<file path="config.mk">
export PLATFORM = sky130hd
export DESIGN_NAME = cron_line_time_matcher
export DESIGN_NICKNAME = d
export VERILOG_FILES = /design/src/rtl/clt_pkg.sv /design/src/rtl/cron_line_time_matcher.sv
export VERILOG_INCLUDE_DIRS = /design/src /design/src/rtl
export SDC_FILE = /design/constraint.sdc
export NUM_CORES = 1
export LEC_CHECK = 0
export BUFFER_PORTS_ARGS = -buffer_cell sky130_fd_sc_hd__buf_2
export CORE_UTILIZATION = 55
export CTS_CLUSTER_SIZE = 40
export DETAILED_ROUTE_END_ITERATION = 10
export PLACE_DENSITY = 0.71
export SLEW_MARGIN = 25
export SYNTH_ARGS = -nofsm -noshare
export SYNTH_HDL_FRONTEND = slang
export SYNTH_SLANG_ARGS = --single-unit
</file>
<file path="constraint.sdc">
create_clock -name clk -period 3.9 [get_ports clk]
set_clock_uncertainty 0.15 [all_clocks]
set_input_delay 0.585 -clock clk [delete_from_list [all_inputs] [get_ports clk]]
set_output_delay 0.585 -clock clk [all_outputs]
set_load 0.01 [all_outputs]
</file>
<file path="src/rtl/cron_line_time_matcher_defines.svh">
// assertion macros for the schedule line matcher
`ifndef CRON_LINE_TIME_MATCHER_DEFINES_SVH
`define CRON_LINE_TIME_MATCHER_DEFINES_SVH

// property checked at every clock edge outside reset
`define CLT_ASSERT(label, prop, msg) \
  label: assert property (@(posedge clk) disable iff (rst) prop) else $error(msg);

// property checked at every clock edge, reset included
`define CLT_ASSERT_ALWAYS(label, prop, msg) \
  label: assert property (@(posedge clk) prop) else $error(msg);

`endif

</file>
<file path="src/rtl/clt_pkg.sv">
`default_nettype none

package clt_pkg;

  // field parser phases
  localparam logic [2:0] PH_EMPTY   = 3'd0;
  localparam logic [2:0] PH_DIGITS  = 3'd1;
  localparam logic [2:0] PH_STAR    = 3'd2;
  localparam logic [2:0] PH_LIST    = 3'd3;
  localparam logic [2:0] PH_RANGE   = 3'd4;
  localparam logic [2:0] PH_SETTLED = 3'd5;
  localparam logic [2:0] PH_DEAD    = 3'd6;

  // number of time fields and number saturation
  localparam logic [2:0] FIELD_COUNT = 3'd5;
  localparam logic [7:0] NUM_MAX     = 8'd255;

  // characters
  localparam logic [7:0] CH_0     = 8'h30;
  localparam logic [7:0] CH_9     = 8'h39;
  localparam logic [7:0] CH_SPACE = 8'h20;
  localparam logic [7:0] CH_TAB   = 8'h09;
  localparam logic [7:0] CH_COMMA = 8'h2C;
  localparam logic [7:0] CH_DASH  = 8'h2D;
  localparam logic [7:0] CH_STAR  = 8'h2A;
  localparam logic [7:0] CH_NUL   = 8'h00;

  // configuration register indexes
  localparam logic [2:0] REG_MINUTE  = 3'd0;
  localparam logic [2:0] REG_HOUR    = 3'd1;
  localparam logic [2:0] REG_DAY     = 3'd2;
  localparam logic [2:0] REG_MONTH   = 3'd3;
  localparam logic [2:0] REG_WEEKDAY = 3'd4;

  // field positions
  localparam logic [2:0] FLD_MINUTE = 3'd0;
  localparam logic [2:0] FLD_HOUR   = 3'd1;
  localparam logic [2:0] FLD_DAY    = 3'd2;
  localparam logic [2:0] FLD_MONTH  = 3'd3;

endpackage

`default_nettype wire

</file>
<file path="src/rtl/cron_line_time_matcher.sv">
// schedule line matcher: one byte per transaction, one accepted every cycle unless in_stall
// a line-end byte passes the input register, then the parser update, into the result register
// throughput: 1 byte per cycle unless in_stall; single parser update between two registers
// in_stall rises only while a line-end byte waits for a stalled result register
// reset (rst, synchronous): parser at start of line, time registers at 0/0/1/1/0
`default_nettype none
`include "cron_line_time_matcher_defines.svh"

module cron_line_time_matcher
  import clt_pkg::*;
(
  input  wire logic       clk,
  input  wire logic       rst,
  input  wire logic       cfg_write,
  input  wire logic [2:0] cfg_index,
  input  wire logic [5:0] cfg_data,
  input  wire logic       in_valid,
  output logic            in_stall,
  input  wire logic [7:0] line_byte,
  input  wire logic       line_end,
  output logic            out_valid,
  input  wire logic       out_stall,
  output logic            well_formed,
  output logic            due_now
);

  // time registers
  logic [5:0] minute_now;
  logic [4:0] hour_now;
  logic [4:0] day_now;
  logic [3:0] month_now;
  logic [2:0] weekday_now;

  // input register
  logic       q_valid;
  logic [7:0] q_byte;
  logic       q_end;

  // parser state
  logic [2:0] field_number, field_number_next;
  logic [2:0] field_phase, field_phase_next;
  logic       skipping_blanks, skipping_blanks_next;
  logic [7:0] number_value, number_value_next;
  logic       list_hit, list_hit_next;
  logic       range_low_ok, range_low_ok_next;
  logic       all_fields_match, all_fields_match_next;

  // datapath helpers
  logic [7:0]  now;
  logic        is_digit, is_blank;
  logic [3:0]  digit_val;
  logic [11:0] acc_sum;
  logic [7:0]  acc_val;
  logic        eq_now, ge_now, le_now;
  logic        field_hit;
  logic        out_free, proc, take;
  logic        res_wf, res_due;

  // configuration writes
  always_ff @(posedge clk) begin
    if (rst) begin
      minute_now  <= 6'd0;
      hour_now    <= 5'd0;
      day_now     <= 5'd1;
      month_now   <= 4'd1;
      weekday_now <= 3'd0;
    end else if (cfg_write) begin
      case (cfg_index)
        REG_MINUTE:  minute_now  <= cfg_data;
        REG_HOUR:    hour_now    <= cfg_data[4:0];
        REG_DAY:     day_now     <= cfg_data[4:0];
        REG_MONTH:   month_now   <= cfg_data[3:0];
        REG_WEEKDAY: weekday_now <= cfg_data[2:0];
        default: ;
      endcase
    end
  end

  // handshake control
  assign out_free = !out_valid || !out_stall;
  assign proc     = q_valid && (!q_end || out_free);
  assign in_stall = q_valid && !proc;
  assign take     = in_valid && !in_stall;

  // input register
  always_ff @(posedge clk) begin
    if (rst) begin
      q_valid <= 1'b0;
    end else if (take) begin
      q_valid <= 1'b1;
    end else if (proc) begin
      q_valid <= 1'b0;
    end
  end

  always_ff @(posedge clk) begin
    if (take) begin
      q_byte <= line_byte;
      q_end  <= line_end;
    end
  end

  // time part of the current field
  always_comb begin
    case (field_number)
      FLD_MINUTE: now = {2'b00, minute_now};
      FLD_HOUR:   now = {3'b000, hour_now};
      FLD_DAY:    now = {3'b000, day_now};
      FLD_MONTH:  now = {4'b0000, month_now};
      default:    now = {5'b00000, weekday_now};
    endcase
  end

  // character classes and saturating decimal accumulate
  assign is_digit  = q_byte inside {[CH_0:CH_9]};
  assign is_blank  = (q_byte == CH_SPACE) || (q_byte == CH_TAB);
  // low nibble of an ascii digit is its value
  assign digit_val = q_byte[3:0];
  assign acc_sum   = ({4'b0000, number_value} << 3) + ({4'b0000, number_value} << 1)
                   + {8'h00, digit_val};
  assign acc_val   = (acc_sum > {4'b0000, NUM_MAX}) ? NUM_MAX : acc_sum[7:0];

  assign eq_now = (number_value == now);
  assign ge_now = (now >= number_value);
  assign le_now = (now <= number_value);

  // match of the field being closed
  always_comb begin
    case (field_phase)
      PH_EMPTY, PH_DIGITS: field_hit = eq_now;
      PH_STAR:             field_hit = 1'b1;
      PH_LIST:             field_hit = list_hit || eq_now;
      PH_RANGE:            field_hit = range_low_ok && le_now;
      default:             field_hit = list_hit;
    endcase
  end

  // parser next state for the byte in the input register
  always_comb begin
    field_number_next     = field_number;
    field_phase_next      = field_phase;
    skipping_blanks_next  = skipping_blanks;
    number_value_next     = number_value;
    list_hit_next         = list_hit;
    range_low_ok_next     = range_low_ok;
    all_fields_match_next = all_fields_match;

    if (field_number < FIELD_COUNT && field_phase != PH_DEAD) begin
      if (is_blank) begin
        // blank closes the field unless already skipping
        if (!skipping_blanks) begin
          all_fields_match_next = all_fields_match && field_hit;
          field_number_next     = field_number + 3'd1;
          field_phase_next      = PH_EMPTY;
          number_value_next     = 8'd0;
          list_hit_next         = 1'b0;
          range_low_ok_next     = 1'b0;
          skipping_blanks_next  = 1'b1;
        end
      end else begin
        skipping_blanks_next = 1'b0;
        if (q_byte == CH_NUL) begin
          field_phase_next = PH_DEAD;
        end else begin
          case (field_phase)
            PH_EMPTY, PH_DIGITS: begin
              if (is_digit) begin
                number_value_next = acc_val;
                field_phase_next  = PH_DIGITS;
              end else if (q_byte == CH_STAR && field_phase == PH_EMPTY) begin
                field_phase_next = PH_STAR;
              end else if (q_byte == CH_COMMA) begin
                list_hit_next     = eq_now;
                number_value_next = 8'd0;
                field_phase_next  = PH_LIST;
              end else if (q_byte == CH_DASH) begin
                range_low_ok_next = ge_now;
                number_value_next = 8'd0;
                field_phase_next  = PH_RANGE;
              end else begin
                list_hit_next    = 1'b0;
                field_phase_next = PH_SETTLED;
              end
            end
            PH_STAR: begin
              list_hit_next    = 1'b0;
              field_phase_next = PH_SETTLED;
            end
            PH_LIST: begin
              if (is_digit) begin
                number_value_next = acc_val;
              end else begin
                list_hit_next     = list_hit || eq_now;
                number_value_next = 8'd0;
                if (q_byte != CH_COMMA) begin
                  field_phase_next = PH_SETTLED;
                end
              end
            end
            PH_RANGE: begin
              if (is_digit) begin
                number_value_next = acc_val;
              end else begin
                list_hit_next    = range_low_ok && le_now;
                field_phase_next = PH_SETTLED;
              end
            end
            default: ;
          endcase
        end
      end
    end
  end

  // line result from the updated state
  assign res_wf  = (field_number_next >= FIELD_COUNT);
  assign res_due = res_wf && all_fields_match_next;

  // parser state registers, restart after a line end
  always_ff @(posedge clk) begin
    if (rst || (proc && q_end)) begin
      field_number     <= 3'd0;
      field_phase      <= PH_EMPTY;
      skipping_blanks  <= 1'b0;
      number_value     <= 8'd0;
      list_hit         <= 1'b0;
      range_low_ok     <= 1'b0;
      all_fields_match <= 1'b1;
    end else if (proc) begin
      field_number     <= field_number_next;
      field_phase      <= field_phase_next;
      skipping_blanks  <= skipping_blanks_next;
      number_value     <= number_value_next;
      list_hit         <= list_hit_next;
      range_low_ok     <= range_low_ok_next;
      all_fields_match <= all_fields_match_next;
    end
  end

  // result register
  always_ff @(posedge clk) begin
    if (rst) begin
      out_valid <= 1'b0;
    end else if (proc && q_end) begin
      out_valid <= 1'b1;
    end else if (!out_stall) begin
      out_valid <= 1'b0;
    end
  end

  always_ff @(posedge clk) begin
    if (proc && q_end) begin
      well_formed <= res_wf;
      due_now     <= res_due;
    end
  end

  // checks
  `CLT_ASSERT(a_field_bound, field_number <= FIELD_COUNT, "field count past five")
  `CLT_ASSERT_ALWAYS(a_reset_clears, rst |=> !out_valid && !q_valid, "reset left data valid")
  `CLT_ASSERT(a_due_needs_wf, out_valid |-> (!due_now || well_formed), "due without well formed")
  `CLT_ASSERT(a_line_result, proc && q_end |=> out_valid, "line end gave no result")
  `CLT_ASSERT(a_line_restart, proc && q_end |=> field_number == 3'd0 && all_fields_match,
              "parser not restarted after line end")
  `CLT_ASSERT(a_stall_only_pending, in_stall |-> q_valid && q_end && out_valid,
              "input stalled with no pending line end")

endmodule

`default_nettype wire

</file>
==> results of run 1 <==
==> cells in the mapped netlist (all sizes together), types with 3 or more instances <==
master  instances
nand3          14
a21oi          13
a21o            9
o21a            3
nand2          14
clkbuf         10
mux2i          24
nor2b           5
edfxtp         11
ha             26
nand2b          4
a211oi          5
nor2           53
inv            20
xor2            3
o31ai           3
dfxtp          43
o21ai          15
a31oi          10
nor3            7
a211o           3
xnor2           4
a22oi           8
nand4           5
==> registers in the layout (all words and copies together), names as in the netlist, 3 cells and up <==
register / count
month_now: 4
minute_now: 6
weekday_now: 3
hour_now: 5
field_number: 3
field_phase: 3
number_value: 8
day_now: 5
q_byte: 8
==> routing by layer <==
| metal | vias up | share of wire (%) | GRT usage, % |
|---|---|---|---|
| li1 | 1369 | - | - |
| met1 | 1284 | 48 | 31.18 |
| met2 | 69 | 46 | 38.71 |
| met3 | 14 | 4.0 | 3.678 |
| met4 | 0 | 1.9 | 8.727 |
| met5 | - | 0 | 0 |
==> cells by family (layout without fill, tap and decap cells) <==
| kind of cell | count (synthesis) | in the layout | synth area share (%) |
|---|---|---|---|
| compound gates | 92 | 92 | 20.35 |
| xor+xnor | 7 | 7 | 1.871 |
| fa+ha+maj | 28 | 28 | 11.15 |
| buf+inv | 32 | 57 | 3.703 |
| flops | 54 | 54 | 36.35 |
| mux | 25 | 25 | 7.675 |
| simple gates | 120 | 120 | 18.90 |
==> per-stage QoR <==
stage	area, sq um	utilization, %	std cells
4_1_cts	3586	63.94	455
3_5_place_dp	3470	61.87	447
5_1_grt	3586	63.94	455
3_3_place_gp	3470	61.87	447
2_1_floorplan	3277	-	358
6_report	3586	63.94	455
==> path summary, 6_finish.rpt <==
| path | startpoint | to | slack [ns] |
|---|---|---|---|
| min reg2reg | all_fields_match | all_fields_match | 0.34 |
| max reg2reg | q_byte[3] | number_value[6] | 0.59 |
| min | line_byte[0] | q_byte[0] | 0.29 |
| max | q_byte[3] | number_value[6] | 0.59 |
==> final cells by class <==
type                       count  area, sq um  share of cell area [%]
tap                           72        90.09                   2.512
multi-input combinational    272         1964                   54.78
sequential                    54         1191                   33.22
timing repair buffer          28        145.1                   4.047
inverter                      21        78.83                   2.198
clock inverter                 1        30.03                  0.8374
clock buffer                   7        86.33                   2.408
==> power by group through the flow <==
| stage | registers, mW | clock network (mW) | logic [mW] |
|---|---|---|---|
| global route | 0.610 | 0.419 | 0.122 |
| detailed placement | 0.619 | 0 | 0.107 |
| global placement | 0.619 | 0 | 0.106 |
| floorplan | 0.609 | 0 | 0.0823 |
| finish | 0.607 | 0.394 | 0.109 |
| CTS | 0.606 | 0.399 | 0.108 |
==> critical path: stages, from the launching register on <==
cell and delay, ns:
edfxtp_1 0.54, fa_1 0.61, inv_1 0.06, fa_1 0.45
nand2b_1 0.17, a211oi_1 0.20, o21ai_0 0.13, mux2i_1 0.55
a31oi_1 0.17, a21o_1 0.18
==> run metrics, run 1 <==
status complete, no violations; Starting Density between 50 and 60%; Fin. Hold Viols 0; Clk Latency, worst-skew pair 0.31 ns; Core ar. 5608 sq um; pre-CTS setup slack 0.5910 ns; number of flops mapped to enable cells by yosys 11; die area 6270 sq um; Worst VDD drop ~0.25 mV; synthesized cell area 3277 sq um; gpl congestion 0.9106; layout cell share with drive strength beyond 1 around an eighth; ranking of synthesized cells by area dfxtp_1 26%, edfxtp_1 10%, ha_1 9.9%; HP Class primary input to flip-flop; Cell Pwr Density 309.3 nW/um^2; GR Overflow Total 0; Int Pwr 0.8405 mW; final WL just under 7000 um; Die X 79.19 um; Max FO, Critical Path 10; row cnt 27; Logic pwr share approximately 9.8%; Synth Instances between 300 and 400; Total Routing Usage GR 23.59%; crit path time final 3.313 ns; WHS 0.2895 ns; Syn. warnings 0; Final Cycle Share 84.94%; clock share of power between 30% and 40%; fill count 521; Fin Setup TNS 0 ns; # IOs 27; Max Buffers Root-to-Sink 2; Rel. slew slack 29.68%; Synth area leader dfxtp_1; Post-DRT Antenna Nets 0; NetSw around 0.27 mW; via count between 2k and 3k; largest net degree at the start of global routing 28; CP arrival 3.37 ns; commonest cells after routing, fill and taps aside 52 x nor2_1, 43 x dfxtp_1, 26 x ha_1, 26 x buf_2, 24 x mux2i_1; worst r2r path cells 9; CTS H-tree lvls 2; crit start category flip-flop; sw frac 24.22%; Max Cap Viol 0; Root Buffer clkbuf_8; fin worst setup slack roughly 0.59 ns; Min-Delay Path Depth 1; CTS tree built; DRC Markers 0; fraction of the yosys area taken by sequential cells 36.35%; synthesized net count 409; Reg power frac 54.7%; antenna violations before repair 0; clock sinks 54; CTS buffer count 5; leak pwr ~1.5 nW; RSZ-0062 raised after global routing false; cells resized by post-CTS repair 0; clock-pin slew on the worst setup and hold paths 0.09 ns; Die Height 79.19 um; Avg Cell Area, Syn 9.153 sq um; # setup viols final 0; WL per Instance between 15 and 20 um; total power 1.109 mW; post-synth top area share 26.27%; asr flop ratio synth 0%; Final Net Count 433; Worst-Margin Slew 1.052 ns; Post-CTS Setup Bufs 0; first-pass GRT wire length 11650 um; crit end category flip-flop; Port Buffers 26; Critical Path RT around 4.0 ns; CTS Hold Buffers Added 0; hpwl dp 5150 um; upper clock frequency limit slightly above 300 MHz; # diodes 0; type of the worst setup path flip-flop to flip-flop; First-pass DRT Iterations 5; first-iteration detailed-routing DRC count between 100 and 150; vias in the first global route 2552; most common cell after layout, fill and taps aside nor2_1; Final Slew Violations 0; Yosys reg bits 54; area grow syn2layout 9.431%; Yosys cell types 62; Post-synth top flop dfxtp_1; vias per std cell 6.013
Note: power is estimated with default switching activity, not from simulation.
==> inputs of run 2 (changes only) <==
--- a/config.mk
+++ b/config.mk
@@ -6,6 +6,7 @@
 export SDC_FILE = /design/constraint.sdc
 export NUM_CORES = 1
 export LEC_CHECK = 0
+export ABC_AREA = 1
 export BUFFER_PORTS_ARGS = -buffer_cell sky130_fd_sc_hd__buf_2
 export CORE_UTILIZATION = 55
 export CTS_CLUSTER_SIZE = 40
==> constraint.sdc (replaced) <==
create_clock -name clk -period 3.2 [get_ports clk]
set_clock_uncertainty 0.15 [all_clocks]
set_input_delay 0.48 -clock clk [delete_from_list [all_inputs] [get_ports clk]]
set_output_delay 0.48 -clock clk [all_outputs]
set_load 0.01 [all_outputs]
==> run 2 against run 1 <==
Die area grew 9.5%. Total power grew 21%. Synthesized area grew 9.7%. Critical path depth grew 2. Clock power shrank 2%. Largest power group unchanged. Sequential cell count is the same. Combinational power grew 97%. Via count grew 20%. Cell count grew 38%.
==> run metrics, run 2 <==
hpwl dp 6235 um (was 5150 um); WL per Instance 12.44 um (was 15.11 um); CP dominant cell by count nand3_1 (was fa_1); Port Buffers 26 (unchanged); leak pwr 2.009 nW (was 1.504 nW); synthesized cell area 3595 sq um (was 3277 sq um); vias in the first global route 2999 (was 2552); hold path start rst (was line_byte[0]); largest net degree at the start of global routing 25 (was 28); Core ar. 6314 sq um (was 5608 sq um); CTS buffer count 5 (unchanged); CP arrival 2.98 ns (was 3.37 ns); largest registers number_value x8, q_byte x8, minute_now x6 (unchanged); Synth area leader dfxtp_1 (unchanged); upper clock frequency limit 340.2 MHz (was 301.9 MHz); Critical Path RT 3.24 ns (was 3.96 ns); Fin. Hold Viols 0 (unchanged); CTS tree built (unchanged); RSZ-0062 raised after global routing false (unchanged); RR Startpoint q_byte[3] (unchanged); Worst-Margin Slew 0.9494 ns (was 1.052 ns); critical path's largest stage delay 0.60 ns (was 0.61 ns); most common cell after layout, fill and taps aside nand2_1 (was nor2_1); First-pass DRT Iterations 5 (unchanged); Synth Instances 516 (was 358); Cell Pwr Density 343.8 nW/um^2 (was 309.3 nW/um^2); most frequent cell after synthesis nand2_1 (was nor2_1); vias per std cell 5.228 (was 6.013); cells resized by post-CTS repair 0 (unchanged); Starting Density 56.94% (was 58.43%); area grow syn2layout 8.771% (was 9.431%); Die Height 82.85 um (was 79.19 um); Final Net Count 599 (was 433); status complete, no violations (unchanged); Synth top cells by count 100 x nand2_1, 72 x nor2_1, 71 x inv_1 (was 52 x nor2_1, 43 x dfxtp_1, 26 x ha_1); dpl cells 618 (was 447); clock sinks 54 (unchanged); # setup viols final 0 (unchanged); Clk Latency, worst-skew pair 0.31 ns (about the same); Area after DPL 3824 sq um (was 3470 sq um); layout cell share with drive strength beyond 1 15.66% (was 13.05%); Design Area, Final 3910 sq um (was 3586 sq um); Post-DRT Antenna Nets 0 (unchanged); Max Cap Viol 0 (unchanged); HP Class primary input to flip-flop (unchanged); CP Cell Sequence fa_1, inv_1, fa_1, inv_1, nand3_1, nand4_1, nand2_1, nor2_1, nand3_1, nand3_1, a21oi_1 (was fa_1, inv_1, fa_1, nand2b_1, a211oi_1, o21ai_0, mux2i_1, a31oi_1, a21o_1); post-synth top area share 23.95% (was 26.27%); worst r2r path cells 11 (was 9); # IOs 27 (unchanged); gpl congestion 0.9518 (was 0.9106); Hold Path End q_valid (was q_byte[0]); Yosys cell types 37 (was 62); DRC Markers 0 (unchanged); clock-pin slew on the worst setup and hold paths 0.10 ns (was 0.09 ns); asr flop ratio synth 0% (unchanged); Die X 82.85 um (was 79.19 um); final WL 7790 um (was 6873 um); r2r setup slk 0.26 ns (was 0.59 ns); Worst path slowest cell fa_1 (unchanged); R2R Path End number_value[6] (unchanged); Final Slew Violations 0 (unchanged); Yosys reg bits 54 (unchanged); type of the worst setup path flip-flop to flip-flop (unchanged); antenna violations before repair 0 (unchanged); # diodes 0 (unchanged); Max FO, Critical Path 8 (was 10); synthesized net count 567 (was 409); first-iteration detailed-routing DRC count 211 (was 130); first-pass GRT wire length 13390 um (was 11650 um); CTS Hold Buffers Added 0 (unchanged); GR Overflow Total 0 (unchanged); Syn. warnings 0 (unchanged); crit path time final 2.939 ns (was 3.313 ns); Avg Cell Area, Syn 6.966 sq um (was 9.153 sq um); Buf/Inv on CP 2 (was 1); die area 6863 sq um (was 6270 sq um); Rel. slew slack 36.47% (was 29.68%); CP delay by family, top adder cells (unchanged); Root Buffer clkbuf_8 (unchanged); Min-Delay Path Depth 2 (was 1); crit start category flip-flop (unchanged); fraction of the yosys area taken by sequential cells 33.14% (was 36.35%); number of flops mapped to enable cells by yosys 11 (unchanged); Final Cycle Share 91.85% (was 84.94%); Post-CTS Setup Bufs 0 (unchanged); crit end category flip-flop (unchanged); Max Buffers Root-to-Sink 2 (unchanged); Total Routing Usage GR 23.73% (was 23.59%); Worst VDD drop 0.2350 mV (was 0.2508 mV); ranking of synthesized cells by area dfxtp_1 24%, nand2_1 10%, edfxtp_1 9.2% (was dfxtp_1 26%, edfxtp_1 10%, ha_1 9.9%); Fin Setup TNS 0 ns (unchanged); fill count 614 (was 521); CTS H-tree lvls 2 (unchanged); Post-synth top flop dfxtp_1 (unchanged); via count 3273 (was 2736); Non-Filler Instances 626 (was 455); commonest cells after routing, fill and taps aside 100 x nand2_1, 72 x nor2_1, 71 x inv_1 (was 52 x nor2_1, 43 x dfxtp_1, 26 x ha_1, 26 x buf_2, 24 x mux2i_1); row cnt 29 (was 27)
-- run 2: kinds of logic after synthesis --
| family | after synthesis | share of synthesized area, % |
|---|---|---|
| xor+xnor | 5 | 1.218 |
| compound gates | 80 | 12.11 |
| simple gates | 259 | 33.73 |
| flops | 54 | 33.14 |
| buf+inv | 90 | 9.642 |
| fa+ha+maj | 28 | 10.16 |
-- run 2: how the worst max path moves through the flow --
stage                     from         endpoint  slack (ns)  cells past startpoint
6_report             q_byte[3]  number_value[6]        0.26                     11
5_1_grt              q_byte[3]  number_value[1]        0.03                     11
4_1_cts              q_byte[3]  number_value[6]        0.27                     11
3_5_place_dp         q_byte[3]  number_value[6]        0.26                     11
3_3_place_gp         q_byte[3]  number_value[6]        0.38                     11
2_1_floorplan  field_number[2]          due_now        0.56                     18
-- run 2: worst reg2reg max path, cell delays in order (launching register included) --
cell	delay [ns]
edfxtp_1	0.49
fa_1	0.60
inv_1	0.07
fa_1	0.46
inv_1	0.09
nand3_1	0.10
nand4_1	0.08
nand2_1	0.06
nor2_1	0.41
nand3_1	0.15
nand3_1	0.10
a21oi_1	0.06
-- run 2: layer usage --
metal	share of wire, %	routed length (um)	global-route usage, %
met3	4.5	347	4.374
met1	47	3647	30.20
met4	1.1	82	6.583
met2	48	3712	41.13
met5	0	0	0
-- run 2: power breakdown --
group          total (mW)  internal [mW]  switching [mW]
combinational       0.215         0.0768           0.138
sequential          0.741          0.720          0.0211
clock               0.388          0.157           0.232
total                1.34          0.954           0.390
-- run 2: metrics by stage --
step | power (mW) | util [%] | setup WS, ns | hold WS [ns]
6_report | 1.344 | 61.93 | 0.2607 | 0.1745
3_3_place_gp | 0.9672 | 60.56 | 0.3772 | 0.2898
5_1_grt | 1.416 | 61.93 | 0.03007 | 0.1659
3_5_place_dp | 0.9711 | 60.56 | 0.2641 | 0.2943
2_1_floorplan | 0.9107 | - | 0.5572 | 0.2787
4_1_cts | 1.354 | 61.93 | 0.2739 | 0.1680
-- run 2: final cells by class --
type | count | area [sq um] | share of cell area [%]
clock inverter | 2 | 13.76 | 0.3520
clock buffer | 6 | 72.57 | 1.856
timing repair buffer | 28 | 145.1 | 3.712
multi-input combinational | 372 | 2057 | 52.61
tap | 77 | 96.34 | 2.464
sequential | 54 | 1191 | 30.46
inverter | 87 | 334.1 | 8.544
